<file path="src/rtl/core/dttm_pkg.sv">
// ----------------------------------------------------------------------------
// dttm_pkg
// Shared types and constants for the deadline task timing monitor.
// ----------------------------------------------------------------------------
package dttm_pkg;

   localparam int TaskIdWidth = 22;
   localparam int CsrIdxWidth = 3;

   // configuration register indexes
   localparam logic [CsrIdxWidth-1:0] CSR_TASK_ID  = 3'd0;
   localparam logic [CsrIdxWidth-1:0] CSR_DL_MODE  = 3'd1;
   localparam logic [CsrIdxWidth-1:0] CSR_BUDGET   = 3'd2;
   localparam logic [CsrIdxWidth-1:0] CSR_DEADLINE = 3'd3;
   localparam logic [CsrIdxWidth-1:0] CSR_PERIOD   = 3'd4;

   // controller -> datapath commands
   typedef struct packed {
      logic load;      // capture input beat, compute first-stage results
      logic div_init;  // start period division
      logic div_step;  // one restoring division step
      logic finish;    // commit ready time and cycle count
   } dttm_cmd_type;

   // datapath -> controller status
   typedef struct packed {
      logic need_div;  // ready time behind stop in deadline mode
      logic div_last;  // final division step in progress
   } dttm_sts_type;

endpackage

</file>
<file path="src/rtl/core/dttm_ctrl.sv">
// ----------------------------------------------------------------------------
// dttm_ctrl
// Sequencer: accept beat, evaluate, iterate the divider, present result.
// ----------------------------------------------------------------------------
module dttm_ctrl
   import dttm_pkg::*;
(
   input  logic         clock,
   input  logic         reset,
   input  logic         req_valid,
   output logic         req_stall,
   output logic         rsp_valid,
   input  logic         rsp_stall,
   input  dttm_sts_type sts,
   output dttm_cmd_type cmd
);

   localparam logic [2:0] ST_IDLE = 3'd0;
   localparam logic [2:0] ST_EVAL = 3'd1;
   localparam logic [2:0] ST_DIV  = 3'd2;
   localparam logic [2:0] ST_FIN  = 3'd3;
   localparam logic [2:0] ST_OUT  = 3'd4;

   logic [2:0] state_ff, state_in;

   assign req_stall = (state_ff != ST_IDLE);
   assign rsp_valid = (state_ff == ST_OUT);

   // next state and commands
   always_comb begin
      state_in = state_ff;
      cmd      = '0;
      unique case (state_ff)
         ST_IDLE: begin
            if (req_valid) begin
               cmd.load = 1'b1;
               state_in = ST_EVAL;
            end
         end
         ST_EVAL: begin
            if (sts.need_div) begin
               cmd.div_init = 1'b1;
               state_in     = ST_DIV;
            end else begin
               state_in = ST_OUT;
            end
         end
         ST_DIV: begin
            cmd.div_step = 1'b1;
            if (sts.div_last) state_in = ST_FIN;
         end
         ST_FIN: begin
            cmd.finish = 1'b1;
            state_in   = ST_OUT;
         end
         ST_OUT: begin
            if (!rsp_stall) state_in = ST_IDLE;
         end
         default: state_in = ST_IDLE;
      endcase
   end

   always_ff @(posedge clock) begin
      if (reset) state_ff <= ST_IDLE;
      else       state_ff <= state_in;
   end

   // a beat is only taken while idle
   a_no_accept_busy: assert property (@(posedge clock) disable iff (reset)
      (req_valid && !req_stall) |=> (state_ff == ST_EVAL))
      else $error("accept did not enter eval");
   // result held while stalled
   a_out_hold: assert property (@(posedge clock) disable iff (reset)
      (rsp_valid && rsp_stall) |=> rsp_valid)
      else $error("result dropped while stalled");
   // divider steps never run outside the divide state
   a_step_state: assert property (@(posedge clock) disable iff (reset)
      cmd.div_step |-> (state_ff == ST_DIV))
      else $error("divide step out of state");

endmodule

</file>
<file path="src/rtl/core/dttm_dp.sv">
// ----------------------------------------------------------------------------
// dttm_dp
// Datapath: run time, statistics, ready time, restoring period divider.
// ----------------------------------------------------------------------------
module dttm_dp
   import dttm_pkg::*;
#(
   parameter int TIME_WIDTH  = 64,
   parameter int COUNT_WIDTH = 32
)(
   input  logic                   clock,
   input  logic                   reset,
   input  dttm_cmd_type           cmd,
   output dttm_sts_type           sts,
   input  logic                   csr_valid,
   input  logic [CsrIdxWidth-1:0] csr_index,
   input  logic [TIME_WIDTH-1:0]  csr_data,
   input  logic [TaskIdWidth-1:0] req_task_id,
   input  logic [TIME_WIDTH-1:0]  req_start_time,
   input  logic [TIME_WIDTH-1:0]  req_stop_time,
   output logic                   rsp_accepted,
   output logic [TIME_WIDTH-1:0]  rsp_run_time,
   output logic [TIME_WIDTH-1:0]  rsp_latency,
   output logic                   rsp_deadline_missed,
   output logic                   rsp_runtime_overrun,
   output logic [TIME_WIDTH-1:0]  rsp_worst_run_time,
   output logic [TIME_WIDTH-1:0]  rsp_best_run_time,
   output logic [TIME_WIDTH-1:0]  rsp_max_latency_seen,
   output logic [COUNT_WIDTH-1:0] rsp_deadline_miss_total,
   output logic [COUNT_WIDTH-1:0] rsp_overrun_total,
   output logic [COUNT_WIDTH-1:0] rsp_depleted_total,
   output logic [COUNT_WIDTH-1:0] rsp_cycle_total
);

   localparam int SW = $clog2(TIME_WIDTH + 1);
   localparam logic [TIME_WIDTH-1:0]  TMAX = '1;
   localparam logic [COUNT_WIDTH-1:0] CMAX = '1;

   // configuration registers
   logic [TaskIdWidth-1:0] task_id_ff;
   logic                   mode_ff;
   logic [TIME_WIDTH-1:0]  budget_ff, deadline_ff, period_ff;

   always_ff @(posedge clock) begin
      if (reset) begin
         task_id_ff  <= '0;
         mode_ff     <= 1'b0;
         budget_ff   <= '0;
         deadline_ff <= '0;
         period_ff   <= {{(TIME_WIDTH-1){1'b0}}, 1'b1};
      end else if (csr_valid) begin
         unique case (csr_index)
            CSR_TASK_ID:  task_id_ff  <= csr_data[TaskIdWidth-1:0];
            CSR_DL_MODE:  mode_ff     <= csr_data[0];
            CSR_BUDGET:   budget_ff   <= csr_data;
            CSR_DEADLINE: deadline_ff <= csr_data;
            CSR_PERIOD:   period_ff   <= csr_data;
            default: ;
         endcase
      end
   end

   logic [TIME_WIDTH-1:0] per;
   assign per = (period_ff == '0) ? {{(TIME_WIDTH-1){1'b0}}, 1'b1} : period_ff;

   // captured beat
   logic [TaskIdWidth-1:0] id_ff;
   logic [TIME_WIDTH-1:0]  start_ff, stop_ff;

   // statistic state
   logic [TIME_WIDTH-1:0]  ready_ff, ready_in, worst_ff, best_ff, maxlat_ff;
   logic [COUNT_WIDTH-1:0] miss_ff, over_ff, depl_ff, cyc_ff;

   // per-item results
   logic                  acc_ff, missed_ff, overf_ff;
   logic [TIME_WIDTH-1:0] rt_ff, lat_ff;

   // divider
   logic [TIME_WIDTH-1:0] quo_ff, rem_ff, dm1_ff;
   logic [SW-1:0]         cnt_ff;

   // evaluation combinational terms, from captured beat
   logic                  acc, mode_on;
   logic [TIME_WIDTH-1:0] rt, rdy0, rdy1, lat, since;
   assign acc     = (id_ff == task_id_ff);
   assign mode_on = acc && mode_ff;
   assign rt      = stop_ff - start_ff;
   assign rdy0    = (ready_ff == '0) ? start_ff : ready_ff;
   assign rdy1    = (start_ff < rdy0) ? start_ff : rdy0;
   assign lat     = start_ff - rdy1;
   assign since   = stop_ff - rdy1;

   function automatic logic [COUNT_WIDTH-1:0] inc_sat(input logic [COUNT_WIDTH-1:0] c);
      inc_sat = (c == CMAX) ? c : c + 1'b1;
   endfunction

   logic eval_ff;
   always_ff @(posedge clock) begin
      if (reset) eval_ff <= 1'b0;
      else       eval_ff <= cmd.load;
   end

   assign sts.need_div = mode_on && (rdy1 < stop_ff);
   assign sts.div_last = (cnt_ff == SW'(1));

   // restoring division step
   logic [TIME_WIDTH:0]   trial;
   logic [TIME_WIDTH-1:0] rem_sh;
   assign rem_sh = {rem_ff[TIME_WIDTH-2:0], quo_ff[TIME_WIDTH-1]};
   assign trial  = {rem_ff[TIME_WIDTH-1], rem_sh} - {1'b0, per};

   // commit terms
   logic [TIME_WIDTH-1:0]  base, nper, step_rem;
   logic [TIME_WIDTH:0]    sum;
   logic [COUNT_WIDTH-1:0] nper_c;
   logic                   nper_big;
   assign step_rem = rem_ff;
   assign base     = ready_ff + (dm1_ff - step_rem);
   assign sum      = {1'b0, base} + {1'b0, per};
   assign nper     = quo_ff + 1'b1;
   assign nper_big = (nper == '0) ||
                     ((TIME_WIDTH > COUNT_WIDTH) &&
                      ((nper >> COUNT_WIDTH) != '0));
   assign nper_c   = COUNT_WIDTH'(nper);

   always_ff @(posedge clock) begin
      if (reset) begin
         ready_ff  <= '0;
         worst_ff  <= '0;
         best_ff   <= TMAX;
         maxlat_ff <= '0;
         miss_ff   <= '0;
         over_ff   <= '0;
         depl_ff   <= '0;
         cyc_ff    <= '0;
         cnt_ff    <= '0;
      end else begin
         if (eval_ff && acc) begin
            if (rt > worst_ff)     worst_ff <= rt;
            else if (rt < best_ff) best_ff  <= rt;
            if (mode_ff) begin
               ready_ff <= rdy1;
               if (lat > maxlat_ff) maxlat_ff <= lat;
               if (since > deadline_ff) miss_ff <= inc_sat(miss_ff);
               if (rt > budget_ff) begin
                  over_ff <= inc_sat(over_ff);
                  if (rt > per) depl_ff <= inc_sat(depl_ff);
               end
            end
         end
         if (cmd.div_init) cnt_ff <= SW'(TIME_WIDTH);
         else if (cmd.div_step) cnt_ff <= cnt_ff - 1'b1;
         if (cmd.finish) begin
            ready_ff <= ready_in;
            if (nper_big || (COUNT_WIDTH'(CMAX - cyc_ff) <= nper_c) || cyc_ff == CMAX)
               cyc_ff <= CMAX;
            else
               cyc_ff <= cyc_ff + nper_c;
         end
      end
   end

   assign ready_in = sum[TIME_WIDTH] ? TMAX : sum[TIME_WIDTH-1:0];

   // payload registers
   always_ff @(posedge clock) begin
      if (cmd.load) begin
         id_ff    <= req_task_id;
         start_ff <= req_start_time;
         stop_ff  <= req_stop_time;
      end
      if (eval_ff) begin
         acc_ff    <= acc;
         rt_ff     <= acc ? rt : '0;
         lat_ff    <= mode_on ? lat : '0;
         missed_ff <= mode_on && (since > deadline_ff);
         overf_ff  <= mode_on && (rt > budget_ff);
      end
      if (cmd.div_init) begin
         dm1_ff <= stop_ff - rdy1 - 1'b1;
         quo_ff <= stop_ff - rdy1 - 1'b1;
         rem_ff <= '0;
      end else if (cmd.div_step) begin
         if (!trial[TIME_WIDTH]) begin
            rem_ff <= trial[TIME_WIDTH-1:0];
            quo_ff <= {quo_ff[TIME_WIDTH-2:0], 1'b1};
         end else begin
            rem_ff <= rem_sh;
            quo_ff <= {quo_ff[TIME_WIDTH-2:0], 1'b0};
         end
      end
   end

   assign rsp_accepted            = acc_ff;
   assign rsp_run_time            = rt_ff;
   assign rsp_latency             = lat_ff;
   assign rsp_deadline_missed     = missed_ff;
   assign rsp_runtime_overrun     = overf_ff;
   assign rsp_worst_run_time      = worst_ff;
   assign rsp_best_run_time       = best_ff;
   assign rsp_max_latency_seen    = maxlat_ff;
   assign rsp_deadline_miss_total = miss_ff;
   assign rsp_overrun_total       = over_ff;
   assign rsp_depleted_total      = depl_ff;
   assign rsp_cycle_total         = cyc_ff;

   // remainder stays below the divisor once a step has run
   a_rem_bound: assert property (@(posedge clock) disable iff (reset)
      $past(cmd.div_step) |-> (rem_ff < per))
      else $error("divider remainder out of range");
   // worst never shrinks
   a_worst_mono: assert property (@(posedge clock) disable iff (reset)
      $past(!reset) |-> (worst_ff >= $past(worst_ff)))
      else $error("worst run time decreased");
   // miss counter never wraps
   a_miss_mono: assert property (@(posedge clock) disable iff (reset)
      $past(!reset) |-> (miss_ff >= $past(miss_ff)))
      else $error("miss count wrapped");

endmodule

</file>
<file path="src/rtl/core/deadline_task_timing_monitor.sv">
// Result path: the result beat comes after the eval state outside deadline
// mode or when no advance is due, and after eval, the divide states and
// finish when the ready time is advanced; the one-bit-per-cycle restoring
// divider forms the period count. Items are handled one at a time; the next
// beat is taken in the cycle after the result beat. Reset: synchronous, clears
// settings (period = 1), statistics and ready time; best = all ones.
// ----------------------------------------------------------------------------
// deadline_task_timing_monitor
// Top level: periodic task run time, latency and deadline statistics.
// ----------------------------------------------------------------------------
module deadline_task_timing_monitor
   import dttm_pkg::*;
#(
   parameter int TIME_WIDTH  = 64,
   parameter int COUNT_WIDTH = 32
)(
   input  logic                   clock,
   input  logic                   reset,
   input  logic                   csr_valid,
   output logic                   csr_ready,
   input  logic [CsrIdxWidth-1:0] csr_index,
   input  logic [TIME_WIDTH-1:0]  csr_data,
   input  logic                   req_valid,
   output logic                   req_stall,
   input  logic [TaskIdWidth-1:0] req_task_id,
   input  logic [TIME_WIDTH-1:0]  req_start_time,
   input  logic [TIME_WIDTH-1:0]  req_stop_time,
   output logic                   rsp_valid,
   input  logic                   rsp_stall,
   output logic                   rsp_accepted,
   output logic [TIME_WIDTH-1:0]  rsp_run_time,
   output logic [TIME_WIDTH-1:0]  rsp_latency,
   output logic                   rsp_deadline_missed,
   output logic                   rsp_runtime_overrun,
   output logic [TIME_WIDTH-1:0]  rsp_worst_run_time,
   output logic [TIME_WIDTH-1:0]  rsp_best_run_time,
   output logic [TIME_WIDTH-1:0]  rsp_max_latency_seen,
   output logic [COUNT_WIDTH-1:0] rsp_deadline_miss_total,
   output logic [COUNT_WIDTH-1:0] rsp_overrun_total,
   output logic [COUNT_WIDTH-1:0] rsp_depleted_total,
   output logic [COUNT_WIDTH-1:0] rsp_cycle_total
);

   dttm_cmd_type cmd;
   dttm_sts_type sts;

   assign csr_ready = 1'b1;

   dttm_ctrl u_ctrl (
      .clock     (clock),
      .reset     (reset),
      .req_valid (req_valid),
      .req_stall (req_stall),
      .rsp_valid (rsp_valid),
      .rsp_stall (rsp_stall),
      .sts       (sts),
      .cmd       (cmd)
   );

   dttm_dp #(.TIME_WIDTH(TIME_WIDTH), .COUNT_WIDTH(COUNT_WIDTH)) u_dp (
      .clock                   (clock),
      .reset                   (reset),
      .cmd                     (cmd),
      .sts                     (sts),
      .csr_valid               (csr_valid),
      .csr_index               (csr_index),
      .csr_data                (csr_data),
      .req_task_id             (req_task_id),
      .req_start_time          (req_start_time),
      .req_stop_time           (req_stop_time),
      .rsp_accepted            (rsp_accepted),
      .rsp_run_time            (rsp_run_time),
      .rsp_latency             (rsp_latency),
      .rsp_deadline_missed     (rsp_deadline_missed),
      .rsp_runtime_overrun     (rsp_runtime_overrun),
      .rsp_worst_run_time      (rsp_worst_run_time),
      .rsp_best_run_time       (rsp_best_run_time),
      .rsp_max_latency_seen    (rsp_max_latency_seen),
      .rsp_deadline_miss_total (rsp_deadline_miss_total),
      .rsp_overrun_total       (rsp_overrun_total),
      .rsp_depleted_total      (rsp_depleted_total),
      .rsp_cycle_total         (rsp_cycle_total)
   );

endmodule

</file>
<file path="config.mk">
export PLATFORM = sky130hd
export DESIGN_NAME = deadline_task_timing_monitor
export DESIGN_NICKNAME = d
export VERILOG_FILES = /design/src/rtl/core/dttm_pkg.sv /design/src/rtl/core/dttm_ctrl.sv /design/src/rtl/core/dttm_dp.sv /design/src/rtl/core/deadline_task_timing_monitor.sv
export SDC_FILE = /design/constraint.sdc
export NUM_CORES = 2
export LEC_CHECK = 0
export BUFFER_PORTS_ARGS = -buffer_cell sky130_fd_sc_hd__buf_4
export CAP_MARGIN = 40
export CORE_ASPECT_RATIO = 1.5
export CORE_MARGIN = 4
export CORE_UTILIZATION = 57
export DETAILED_ROUTE_END_ITERATION = 12
export PLACE_DENSITY = 0.83
export SKIP_CTS_REPAIR_TIMING = 1
export SLEW_MARGIN = 20
export SYNTH_ARGS = -nofsm -noshare
export SYNTH_HDL_FRONTEND = slang
export SYNTH_SLANG_ARGS = --single-unit
</file>
<file path="constraint.sdc">
create_clock -name clock -period 27.1 [get_ports clock]
set_input_delay 2.71 -clock clock [delete_from_list [all_inputs] [get_ports clock]]
set_output_delay 2.71 -clock clock [all_outputs]
set_load 0.03 [all_outputs]
</file>
# ---- After elaboration in Yosys (flattened, before gate mapping)
# Cells that the tools add are included.
dict set report word_totals {
  register_bits 1083
  inputBits 222
  output_inout_bits 454
  wordCells 130
}
dict set report classes {
  add_sub_neg 15
  magnitude_cmp 9
  n_eq_ne 17
  muxes 25
  bitwise_logic 4
  reduce_logical 32
}
# cell n
set op_table {}
lappend op_table {{two-way mux 64 bit} 10}
lappend op_table {{> comparator 64 bit} 5}
lappend op_table {{subtractor 64 bit} 4}
lappend op_table {{logical NOT 64 bit} 3}
lappend op_table {{less-than comparator 64 bit} 3}
lappend op_table {{equality test 32 bit (second input constant)} 4}
lappend op_table {{adder 32 x 1 -> 32 bit (second input constant)} 3}
lappend op_table {{adder 64 x 64 -> 65 bit} 1}
lappend op_table {{subtractor 65 x 64 -> 65 bit} 1}
lappend op_table {{adder 64 x 1 -> 64 bit (second input constant)} 1}
lappend op_table {{adder 64 bit} 1}
lappend op_table {{nonzero test 64 bit} 1}
lappend op_table {{subtractor 64 x 1 -> 64 bit (second input constant)} 1}
lappend op_table {{adder 32 bit} 1}
lappend op_table {{<= comparator 32 bit} 1}
lappend op_table {{two-way mux 32 bit} 1}
lappend op_table {{subtractor 32 bit (first input constant)} 1}
lappend op_table {{equality test 22 bit} 1}
lappend op_table {{one-hot mux 3 bit (5 select lines)} 1}
lappend op_table {{two-way mux 7 bit} 2}
lappend op_table {{AND reduction 2 bit} 7}
lappend op_table {{equality test 3 x 2 -> 1 bit (second input constant)} 4}
lappend op_table {{two-way mux 3 bit} 4}
lappend op_table {{AND reduction 3 bit} 3}
lappend op_table {{other kinds (15)} 38}

# ---- Logic depth before layout (Yosys ltp)
dict set report depth {
  ltp_word 9
  depth_mapped 56
  mapped_depth_nobuf 48
}

# ---- Hierarchy
# A second synthesis with hierarchy kept.
dict set report hier_totals {
  hier_cells 9737
  hier_area_um2 80465.9
}
# module n_inst cells_each area_per_inst_um2 seq_area_each_um2
set by_module_without_submodules {}
lappend by_module_without_submodules {dttm_dp 1 9708 80242.0 25714.7}
lappend by_module_without_submodules {dttm_ctrl 1 27 212.7 60.1}
lappend by_module_without_submodules {deadline_task_timing_monitor 1 2 11.3 0.0}

# ---- Worst setup path before layout
# No wires, ideal clock.
dict set report synth_timing {
  kind {input to register}
  start {input req_valid}
  end {register u_dp.id_ff[0], enable pin}
  setup_time_ns 0.844
  t_arrival_ns 12.896
  t_required_ns 26.256
  slack_ns 13.360
  path_stages 2
  n_path_buf 0
  cell_sequence {nand2b_1 -> nor3_1}
}
# element line
set synth_lines {}
lappend synth_lines {{from (decl)} deadline_task_timing_monitor.sv:23} ;# input logic req_valid,
lappend synth_lines {{to (signal assigned)} dttm_dp.sv:168} ;# id_ff <= req_task_id;
lappend synth_lines {{to (decl)} dttm_dp.sv:67} ;# logic [TaskIdWidth-1:0] id_ff;

# ---- Worst setup path after layout
dict set report layout_timing {
  start {register u_dp.ready_ff[29]}
  end {register u_dp.miss_ff[21] (netlist: u_dp.rsp_deadline_miss_total[21])}
}
dict set report layout_via {
  elab_chain_len 7
}
# element line
set layout_rtl {}
lappend layout_rtl {{from (decl)} dttm_dp.sv:71} ;# logic [TIME_WIDTH-1:0] ready_ff, ready_in, worst_ff, best_ff, maxlat_ff;
lappend layout_rtl {{from (signal assigned)} dttm_dp.sv:142} ;# ready_ff <= rdy1;
lappend layout_rtl {{from (signal assigned)} dttm_dp.sv:154} ;# ready_ff <= ready_in;
lappend layout_rtl {{logical NOT 64 bit} dttm_dp.sv:88} ;# assign rdy0 = (ready_ff == '0) ? start_ff : ready_ff;
lappend layout_rtl {{two-way mux 64 bit (*)} dttm_dp.sv:88}
lappend layout_rtl {{less-than comparator 64 bit} dttm_dp.sv:89} ;# assign rdy1 = (start_ff < rdy0) ? start_ff : rdy0;
lappend layout_rtl {{two-way mux 64 bit (*)} dttm_dp.sv:89}
lappend layout_rtl {{subtractor 64 bit (*)} dttm_dp.sv:91} ;# assign since = stop_ff - rdy1;
lappend layout_rtl {{> comparator 64 bit (*)} dttm_dp.sv:144} ;# if (since > deadline_ff) miss_ff <= inc_sat(miss_ff);
lappend layout_rtl {{AND reduction 4 bit (no line) (*)} -}
lappend layout_rtl {{to (signal assigned)} dttm_dp.sv:144}
lappend layout_rtl {{to (decl)} dttm_dp.sv:72} ;# logic [COUNT_WIDTH-1:0] miss_ff, over_ff, depl_ff, cyc_ff;
# Mark *: on every way between the ends. The rest lies on a longest branch, timed or not.
# A chain may end at the register's enable or synchronous reset.

==> results.py <==
metrics = {
    "min_path": {
        "min_path_cells": 2,
        "hp-class": "flip-flop to flip-flop",
        "hold_path.startpoint": "u_dp.deadline_ff[21]$_SDFFE_PP0P_",
    },
    "clock_network": {
        "cts_made_buffers": 108,
        "clock-root-buffer": "clkbuf_16",
        "cts_sinks": 1083,
        "tritoncts": "built",
        "cts_buffer_depth": 3,
        "cts.clk_slew.worst_paths_ns": 0.07,
        "worstSkewPairLatency_ns": 0.78,
        "cts.htree.levels": 3,
    },
    "yosys": {
        "yosys-top-cells-area": "dfxtp_1 (17%), edfxtp_1 (15%), ha_1 (14%), a21oi_1 (5.4%), nand2_1 (5.4%)",
        "synth_edf_count": 409,
        "synth_top_cell_by_area": "dfxtp_1",
        "syn-num-nets": 10800,
        "yosysMostFrequentCell": "nand2_1",
        "avgSynthCellArea_sq_um": 8.349,
        "syn_inst": 9625,
        "synth-seq-area-share_pct": 32.08,
        "synthArstFlopShare_pct": 0,
        "yosysTopAreaCellShare_pct": 16.79,
        "ys.flop_type": "dfxtp_1",
        "yosys_warnings": 0,
        "synth_common_cells": "nand2_1 (1165), inv_1 (930), ha_1 (882), a21oi_1 (875), dfxtp_1 (674)",
        "ys_types": 119,
        "synth_seq_cells": 1083,
        "synth_area_sq_um": 80350,
    },
    "pwr": {
        "vdd_ir_drop_max_mv": 0.06530,
        "sw_frac_of_total_pct": 40.11,
        "p_int_mw": 3.814,
        "power.density_nw_per_um2": 69.38,
        "comb_power_share_pct": 45.0,
        "p_total_mw": 6.369,
        "switching_power_mw": 2.555,
        "leakage_nw": 38.61,
        "seqPwrFrac_pct": 28.7,
        "pwr-share-clk_pct": 26.3,
    },
    "route": {
        "drc_errors": 0,
        "wl_per_cell_um": 24.63,
        "drt_iter0_drc": 8022,
        "via_per_inst": 6.307,
        "dr.pass1.iters": 8,
        "antenna_left": 0,
        "wl_um": 299600,
        "vias": 76710,
    },
    "layout": {
        "nFillCells": 11560,
        "post_route_cells_drive_above_1_share_pct": 11.94,
        "fin_nets": 11360,
        "area_delta_synth_final_pct": 14.24,
        "stdcell_count": 12160,
    },
    "sta": {
        "hold_viol": 0,
        "slew_viol_final": 0,
        "tns_ns": 0,
        "maxClockFrequency_mhz": 73.57,
        "fin_crit_sh_pct": 50.16,
        "setup_viol": 0,
        "skew_ns": 0.03324,
        "period_needed_ns": 13.59,
        "worst_slew_pin_slew_ns": 1.137,
        "maxSlewHeadroom_pct": 24.20,
        "rsz0062_at_grt": "false",
    },
    "worst_setup_path": {
        "reg2reg_from": "u_dp.ready_ff[29]$_SDFFE_PP0P_",
        "endpoint_kind": "flip-flop",
        "cp.required_ns": 27.77,
        "rrSetupSlack_ns": 13.51,
        "crit_slowest_cell": "nor4_1",
        "cpPeakStageDelay_ns": 0.83,
        "start_kind": "flip-flop",
        "crit_type": "flip-flop to flip-flop",
        "path_buf_inv": 3,
        "cp_num_cells": 42,
        "cp_data_arrival_time_ns": 14.26,
        "critical_path.top_delay_family": "simple AND/OR/NAND/NOR gates",
        "cp_common_cell": "nand2_1",
        "worst-path-max-fanout": 69,
        "critPathLaunch": "u_dp.ready_ff[29]$_SDFFE_PP0P_",
        "rr_worst_depth": 42,
    },
    "global_route": {
        "grt_pass1_vias": 72990,
        "grt_pass1_wl_um": 437600,
        "grt_overflow_total": 0,
        "grt_usage_pct": 38.85,
        "gr-usage-met2_pct": 62.96,
        "use_met3_pct": 7.489,
        "busiest_layer": "met2",
        "grtUsageMet1_pct": 47.26,
        "grt_max_degree": 143,
        "antenna_found_initial": 18,
    },
    "place": {
        "dp.cells": 11940,
        "dp_hpwl_um": 239200,
        "io_buffers": 674,
        "gp_congestion": 1.048,
    },
    "floorplanning": {
        "coreArea_sq_um": 140000,
        "ios": 676,
        "fp.dieArea_sq_um": 147200,
        "die_w_um": 314.6,
        "row_count": 168,
        "initial_utilization_pct": 57.40,
        "die_y_um": 467.8,
    },
    "outcome": {
        "status": "finished, final reports clean",
    },
    "job": {
        "max_cap_viol_count": 0,
    },
}
[registers in the layout, summed over array words and instances (netlist names), 32 cells and up]
signal and flops:
u_dp.rem_ff 64, u_dp.rsp_best_run_time 64, u_dp.dm1_ff 64, u_dp.quo_ff 64
u_dp.rsp_max_latency_seen 64, u_dp.rsp_depleted_total 32, u_dp.rsp_latency 64, u_dp.stop_ff 64
u_dp.rsp_run_time 64, u_dp.ready_ff 64, u_dp.rsp_overrun_total 32, u_dp.rsp_worst_run_time 64
u_dp.deadline_ff 64, u_dp.rsp_deadline_miss_total 32, u_dp.budget_ff 64, u_dp.rsp_cycle_total 32
u_dp.start_ff 64, u_dp.period_ff 64
[layout by cell type, fill, tap and decap left out, types with 19 or more instances in the layout]
master | synthesis | layout
xnor2_1 | 320 | 318
o21a_1 | 72 | 72
mux2_2 | 68 | 68
nand4_1 | 206 | 206
inv_1 | 930 | 927
nand2_1 | 1165 | 1163
nor3b_1 | 24 | 24
o21ai_0 | 531 | 531
o21bai_1 | 67 | 67
nor2b_1 | 127 | 127
nor3_1 | 139 | 137
or3_1 | 51 | 51
a211oi_1 | 56 | 56
a31oi_1 | 41 | 41
and3_1 | 89 | 84
ha_1 | 882 | 882
nand3_1 | 255 | 252
a21oi_1 | 875 | 875
or4_1 | 19 | 19
buf_4 | 3 | 800
dfxtp_1 | 674 | 673
nor4_1 | 83 | 79
fa_1 | 67 | 67
a211o_1 | 20 | 20
nand2b_1 | 133 | 133
a21o_1 | 290 | 290
a221oi_1 | 99 | 99
o31ai_1 | 33 | 33
or2_2 | 37 | 37
a21boi_0 | 20 | 20
nor2_1 | 531 | 529
and2_1 | 152 | 151
edfxtp_1 | 409 | 409
o211ai_1 | 86 | 86
clkbuf_16 | 0 | 112
xor2_1 | 202 | 201
mux2i_1 | 150 | 150
[power by group through the flow]
stage / clock network, mW / registers [mW] / logic [mW]
5_1_grt: 1.75 / 1.83 / 3.09
3_5_place_dp: 0 / 1.86 / 2.75
6_report: 1.68 / 1.83 / 2.87
2_1_floorplan: 0 / 1.85 / 1.91
4_1_cts: 1.69 / 1.82 / 2.78
3_3_place_gp: 0 / 1.86 / 2.68
[cells by family (layout without fill, tap and decap cells)]
group,after synthesis,after routing,synth area share (%)
AND/OR/NAND/NOR,3091,3091,18.61
AO/OA/AOI/OAI,2429,2429,19.00
buffers and inverters,1320,1977,6.200
flip-flops,1083,1083,32.08
adder cells (fa/ha/maj),958,958,15.52
XOR/XNOR,525,525,5.772
multiplexers,218,218,2.821
other,1,11,0.004667
[metal layers]
metal | routed length [um] | part of all wire (%) | vias to the layer above
li1 | - | - | 35160
met1 | 112200 | 37 | 36500
met2 | 134100 | 45 | 4144
met3 | 30140 | 10 | 904
met4 | 23110 | 7.7 | 8
met5 | 46 | 0.015 | -
[stage by stage]
step                setup WS (ns)  utilization [%]  hold WS [ns]  cell area [sq um]
global route                13.04            65.56        0.4671              91780
global placement            13.16            62.42        0.4431              87390
CTS                         13.24            65.47        0.4551              91650
finish                      13.51            65.57        0.4550              91800
detailed placement          13.29            62.69        0.4465              87760
floorplan                   13.36                -        0.4363              80350
[final timing paths]
check,end
worst max-delay path,u_dp.rsp_deadline_miss_total[21]$_SDFFE_PP0P_
worst min-delay path,u_dp.deadline_ff[21]$_SDFFE_PP0P_
worst max register to register,u_dp.rsp_deadline_miss_total[21]$_SDFFE_PP0P_
worst min register to register,u_dp.deadline_ff[21]$_SDFFE_PP0P_
[layout make-up]
class                           instances  area [sq um]  share of cell area, %
Sequential cell                      1083         25780                  28.08
Tap cell                             1870          2340                  2.549
Clock inverter                         60         815.8                 0.8887
Multi-Input combinational cell       7222         49770                  54.21
Timing Repair Buffer                  838          6485                  7.065
Inverter                              934          3508                  3.822
Clock buffer                          145          3077                  3.352
Antenna cell                           10         25.02                0.02726
[worst reg2reg max path: cells and delay by family, from the launching register on]
kind                       cells  cell delay (ns)
AOI/OAI and AO/OA             15             4.06
xor gates and xnor gates       1             0.16
adders and majority gates      3             1.18
buffers and inverters          3             1.20
DFF                            1             0.35
and+or+nand+nor               20             6.53
(Power assumes the default switching activity.)
